### src/vsa_pkg.sv
`default_nettype none
package vsa_pkg;

  // default sizes
  localparam int unsigned NumEntriesDef  = 256;
  localparam int unsigned HistDepthDef   = 16;
  localparam int unsigned VersionBitsDef = 16;

  // request codes
  localparam logic [1:0] REQ_SET  = 2'd0;
  localparam logic [1:0] REQ_SNAP = 2'd1;
  localparam logic [1:0] REQ_GET  = 2'd2;

  // result status codes
  localparam logic [2:0] ST_OK        = 3'd0;
  localparam logic [2:0] ST_BAD_INDEX = 3'd1;
  localparam logic [2:0] ST_FULL      = 3'd2;
  localparam logic [2:0] ST_NOT_TAKEN = 3'd3;
  localparam logic [2:0] ST_EXHAUSTED = 3'd4;

  // configuration register indexes
  localparam logic REG_ACTIVE_LENGTH = 1'b0;

  typedef enum logic [1:0] {
    EM_ZERO,
    EM_SNAP,
    EM_ENTRY,
    EM_SEARCH
  } emit_sel_e;

  typedef struct packed {
    logic      clear_en;
    logic      capture;
    logic      rd_last;
    logic      search_init;
    logic      search_step;
    logic      wr_append;
    logic      wr_overwrite;
    logic      snap_adv;
    logic      emit;
    emit_sel_e emit_sel;
    logic [2:0] emit_status;
  } cmd_t;

  typedef struct packed {
    logic clear_last;
    logic is_set;
    logic is_snap;
    logic is_get;
    logic idx_bad;
    logic cnt_zero;
    logic snap_taken;
    logic exhausted;
    logic ver_match;
    logic hist_full;
    logic search_more;
  } stat_t;

endpackage
`default_nettype wire

### src/vsa_ctrl.sv
`default_nettype none
module vsa_ctrl import vsa_pkg::*; (
  input  wire logic  clk_i,
  input  wire logic  rst_ni,
  input  wire logic  start_i,
  input  wire stat_t stat_i,
  output cmd_t       cmd_o,
  output logic       busy_o
);

  localparam logic [2:0] S_CLEAR  = 3'd0;
  localparam logic [2:0] S_IDLE   = 3'd1;
  localparam logic [2:0] S_CNT    = 3'd2;
  localparam logic [2:0] S_SETCHK = 3'd3;
  localparam logic [2:0] S_LAST   = 3'd4;
  localparam logic [2:0] S_PROBE  = 3'd5;

  logic [2:0] state_q, state_d;

  always_ff @(posedge clk_i or negedge rst_ni) begin
    if (!rst_ni) begin
      state_q <= S_CLEAR;
    end else begin
      state_q <= state_d;
    end
  end

  assign busy_o = (state_q != S_IDLE);

  always_comb begin
    cmd_o             = '0;
    cmd_o.emit_sel    = EM_ZERO;
    cmd_o.emit_status = ST_OK;
    state_d           = state_q;
    case (state_q)
      S_CLEAR: begin
        cmd_o.clear_en = 1'b1;
        if (stat_i.clear_last) begin
          state_d = S_IDLE;
        end
      end
      S_IDLE: begin
        if (start_i) begin
          cmd_o.capture = 1'b1;
          state_d       = S_CNT;
        end
      end
      S_CNT: begin
        state_d = S_IDLE;
        if (stat_i.is_snap) begin
          cmd_o.emit        = 1'b1;
          cmd_o.emit_sel    = EM_SNAP;
          cmd_o.emit_status = stat_i.exhausted ? ST_EXHAUSTED : ST_OK;
          cmd_o.snap_adv    = !stat_i.exhausted;
        end else if ((stat_i.is_set || stat_i.is_get) && stat_i.idx_bad) begin
          cmd_o.emit        = 1'b1;
          cmd_o.emit_status = ST_BAD_INDEX;
        end else if (stat_i.is_set) begin
          if (stat_i.cnt_zero) begin
            cmd_o.wr_append = 1'b1;
            cmd_o.emit      = 1'b1;
          end else begin
            cmd_o.rd_last = 1'b1;
            state_d       = S_SETCHK;
          end
        end else if (stat_i.is_get) begin
          if (!stat_i.snap_taken) begin
            if (stat_i.cnt_zero) begin
              cmd_o.emit        = 1'b1;
              cmd_o.emit_status = ST_NOT_TAKEN;
            end else begin
              cmd_o.rd_last = 1'b1;
              state_d       = S_LAST;
            end
          end else if (stat_i.cnt_zero) begin
            cmd_o.emit = 1'b1;
          end else begin
            cmd_o.search_init = 1'b1;
            state_d           = S_PROBE;
          end
        end else begin
          cmd_o.emit = 1'b1;
        end
      end
      S_SETCHK: begin
        state_d    = S_IDLE;
        cmd_o.emit = 1'b1;
        if (stat_i.ver_match) begin
          cmd_o.wr_overwrite = 1'b1;
        end else if (stat_i.hist_full) begin
          cmd_o.emit_status = ST_FULL;
        end else begin
          cmd_o.wr_append = 1'b1;
        end
      end
      S_LAST: begin
        state_d           = S_IDLE;
        cmd_o.emit        = 1'b1;
        cmd_o.emit_sel    = EM_ENTRY;
        cmd_o.emit_status = ST_NOT_TAKEN;
      end
      S_PROBE: begin
        cmd_o.search_step = 1'b1;
        if (!stat_i.search_more) begin
          cmd_o.emit     = 1'b1;
          cmd_o.emit_sel = EM_SEARCH;
          state_d        = S_IDLE;
        end
      end
      default: begin
        state_d = S_IDLE;
      end
    endcase
  end

endmodule
`default_nettype wire

### config.mk
export PLATFORM = sky130hd
export DESIGN_NAME = vsa_ctrl
export DESIGN_NICKNAME = d
export VERILOG_FILES = /design/src/vsa_pkg.sv /design/src/vsa_ctrl.sv
export SDC_FILE = /design/constraint.sdc
export NUM_CORES = 1
export LEC_CHECK = 0
export BUFFER_PORTS_ARGS = -buffer_cell sky130_fd_sc_hd__buf_2
export CAP_MARGIN = 10
export CORE_AREA = 2 2 39 41
export DETAILED_ROUTE_END_ITERATION = 10
export DIE_AREA = 0 0 41 43
export HOLD_SLACK_MARGIN = 0.05
export PLACE_DENSITY = 0.71
export SYNTH_ARGS = -nofsm -noshare
export SYNTH_HDL_FRONTEND = slang
export SYNTH_SLANG_ARGS = --single-unit
### constraint.sdc
create_clock -name clk_i -period 1.34 [get_ports clk_i]
set_input_delay 0.268 -clock clk_i [delete_from_list [all_inputs] [get_ports clk_i]]
set_output_delay 0.268 -clock clk_i [all_outputs]
set_load 0.05 [all_outputs]
Word level (Yosys, flattened, before mapping). Index checks and enable logic that the tools add are counted. W data, S select, Z words.

Eq/ne operators: 9. Mux-type cells: 54. Reduce and logical (&&, ||, !) cells: 6.

Operators with widths (count): $mux W3 (13); $mux W1 (24); $mux W2 (12); $pmux W3 S4 (1); $pmux W3 S3 (1); $eq A3 B2 Y1 const B (2); $eq A3 B3 Y1 const B (2); $ne A2 B2 Y1 const B (3); $pmux W2 S3 (1); $eq A3 B1 Y1 const B (1); $logic_not A3 Y1 (1); $ne A3 B1 Y1 const B (1); $pmux W1 S3 (1); $reduce_and A3 Y1 (1); $pmux W1 S2 (1); $reduce_or A2 Y1 (1); $logic_and A1 B1 Y1 (1); $logic_not A1 Y1 (1); $logic_or A1 B1 Y1 (1).

Output and inout bits: 15. Bits of input ports: 14. Word-level logic and storage cells: 70. Flip-flop bits (word level): 3.

Longest topological paths before layout.
Depth in word-level cells: 7. Mapped depth: 5. Depth with buffers taken out: 4.

Least setup slack after synthesis. Ideal clock, no wire load.

Path type: flip-flop to output port. Start: register state_q[2]. End: output port cmd_o[0] (netlist bit). Path buffers: 1. Path slack: -733 ps. Stages on the path, launching flop included: 6. Data arrival time: 1805 ps. Data required time: 1072 ps. Cell sequence: dfrtp_1 -> buf_4 -> nor2b_4 -> o21ai_1 -> or3_1 -> a21oi_1.

RTL lines: start: declaration (line vsa_ctrl.sv:18) `logic [2:0] state_q, state_d;`; start signal: assignment (line vsa_ctrl.sv:24) `state_q <= state_d;`; end: declaration (line vsa_ctrl.sv:7) `output cmd_t cmd_o,`.

==> results.md <==
* Status: finished with violations
* Failing checks: setup timing
* Critical path peak fanout at 4
* Fill count at 86
* Synth Net Count at slightly below 80
* Vias/cell at between 5 and 6
* Starting Density at 34.1%
* Cell count of the worst reg-to-reg path at 7
* Clock root cell: clkbuf_4
* Regs by FF count: state_q: 3 flops
* Slowest CP cell: dfrtp_1
* Antenna Cells at 0
* CP max stage delay at between 300 and 400 ps
* Die Ht at between 40 and 50 um
* Leak at 0.528 nW
* RD Place Congestion at slightly above 0.8
* IO Pins at 29
* Count leader, synth: nor2_1
* CP top delay family: simple AND/OR/NAND/NOR gates
* Multi-input gate area at ~500 um2
* Final WL at 2040 um
* Cell count along the critical path at 5
* Max reg flops at 3
* Yosys reg bits at 3
* Slew Limit Fails at 0
* Setup CP Type: register to output port
* Grt peak-use layer: met2
* Crit start category: register
* Final Worst Setup Slack at -503 ps
* Ys async rst share at 100%
* Rows at 14
* Hold crit path type: input pin to register
* Clk_skew at around 2.7 ps
* Pwr dens at roughly 1600 nW/um2
* Seq. cell area at just under 80 um2
* Syn. warnings at 0
* GRT Total Usage at 26.4%
* Met2 GRT Util at roughly 46%
* Most used DFF post-synth: dfrtp_1
* Initial antenna violation count at 0
* Area Growth Syn to Fin at 136%
* Routed Antenna Nets at 0
* Skew-Pair Late Insertion Delay at ~240 ps
* Number of synthesized flops with an enable pin at 0
* Via count at 714
* Detailed Routing Iterations Pass 1 at 4
* Routed len/inst at around 15 um
* Clock-pin slew on the worst setup and hold paths at approximately 40 ps
* Die W at approximately 40 um
* Clock sinks at 3
* TritonCTS clock tree: yes
* Htree depth at 1
* GRT met3 Usage at under 10%
* Slew @ Worst Pin at roughly 250 ps
* Worst Min Path Start: stat_i[0]
* Layout cell share with drive strength beyond 1 at between 70 and 80%
* Clock Path Buffers at 2
* Max cap viols at 0
* Crit path buffers/inverters at 1
* Worst IR drop on VDD at around 1000 uV
* Worst path cell trace: nor2b_4 -> o21ai_1 -> or3_4 -> a21oi_4 -> buf_6
* Area leader, netlist: dfrtp_1
* Setup crit end: cmd_o[0]
* RSZ-0062 raised after global routing: true
* Setup violations, final at 18
* Grt met1 use at between 20% and 30%
* Period utilization at 138%
* Place WS at -356 ps
* Worst Setup SP: state_q[1]
* Reg2reg setup slack at -170 ps
* Fin nets at around 140
* Post-synthesis sequential area ratio at between 10% and 20%
* Reg-to-Reg End: state_q[0]
* Unique cell type count in the Yosys netlist at 32
* Global route overflow at 0
* Largest net degree at the start of global routing at 7
* First-pass GRT wire length at around 3200 um
* Dominant cells by area after synthesis: dfrtp_1 (16%), nor2_1 (7.2%), nand2_1 (6.4%)
* TritonCTS buffer count at 3
* Syn Std Cell Area at approximately 470 um2
* DP HPWL at roughly 1200 um
* Crit. End Element: output port
* Slew margin rel. at 83.5%
* Area of the core at 1380 um2
* Initial DRC Count at 5
* Data required, critical path at 1070 ps
* R2r startpoint: state_q[0]
* Fmax at about 540 MHz
* Vias in the first global route at 733
* DRC Markers at 0
* Crit path time final at ~1800 ps
* Mean instance size in the synthesized netlist at 7.49 um2
* Cell count after synthesis at between 60 and 70
* Top reg by flops: state_q
* Crit path DAT at ~1600 ps
* Port Buffers at 28
* Tot Pwr at roughly 0.0018 W
* Final Hold Vio Count at 0
* DIE AREA at 1760 um2
* Commonest cells in the netlist: nor2_1 (9), nand2_1 (8), and3_1 (4)
* Share of the synthesized area in the top cell type at between 10% and 20%
per-stage QoR:
stage / hold slack (ps) / instances / TNS, ps / util [%] / cell area (um2)
after global placement: 67.3 / 125 / -3060 / 59.0 / 817
after CTS: 282 / 132 / -5590 / 78.0 / 1080
after global routing: 310 / 135 / -7110 / 80.3 / 1110
final: 306 / 135 / -6220 / 80.3 / 1110
after detailed placement: 68.1 / 125 / -3330 / 59.0 / 817
after floorplan: -27.6 / 63 / -1220 / - / 533
metal layers:
metal | routed length [um] | up-vias | part of all wire (%)
li1 | - | 339 | -
met1 | 714 | 337 | 35
met2 | 1180 | 32 | 58
met3 | 85 | 6 | 4.2
met4 | 59 | 0 | 2.9
met5 | 0 | - | 0
repair_timing:
item                                   in CTS  in global routing
pin swaps                                   8                  4
endpoints found under the hold margin       3                  0
gates resized for setup                    60                  4
gates cloned                                0                  0
setup endpoints to repair                  17                 18
hold buffers                                1                  0
buffers inserted                            3                  4
how the worst min path moves through the flow:
| stage | endpoint | depth (start not counted) |
|---|---|---|
| 3_5_place_dp | state_q[1] | 1 |
| 6_report | state_q[2] | 2 |
| 3_3_place_gp | state_q[1] | 1 |
| 2_1_floorplan | state_q[0] | 0 |
| 5_1_grt | state_q[2] | 2 |
| 4_1_cts | state_q[2] | 2 |
cell type report:
class                   instances  share of cell area (%)
clock buffers                   4                    2.36
repair buffers                 55                    43.6
flip-flops and latches          3                    6.98
multi-input cells              54                    44.0
well taps                      16                    1.80
inverters                       3                    1.24
worst reg2reg max path, cell delays in order, from the launching register on:
cell	delay (ps)
dfrtp_2	450
buf_6	140
nor4_4	170
and4_4	270
buf_6	100
buf_6	80
nor2b_4	130
o21ai_2	50
kinds of logic after synthesis:
logic type	count (synthesis)	share of synthesized area (%)
buffers and inverters	6	8.75
DFF	3	15.9
and+or+nand+nor	40	53.1
AOI/OAI and AO/OA	12	17.0
adders and majority gates	2	5.30
cells in the final DEF (no fill, tap or decap), types with 2 or more instances in the layout:
cell,count
nand2_1,5
nor2_4,2
nand2_2,2
o21ai_1,2
nor2_1,6
nor2b_4,2
clkbuf_4,3
dfrtp_2,2
buf_2,13
inv_1,2
and3_2,2
buf_6,13
and3_4,2
a21oi_1,2
buf_8,7
and2_4,2
buf_4,21
power by group:
part / internal (W) / total, W / switching, W
clock network: 0.000112 / 0.000161 / 0.0000489
logic: 0.000667 / 0.00143 / 0.000765
registers: 0.000125 / 0.000178 / 0.0000531
No activity file was read; power rests on OpenSTA's default activity.
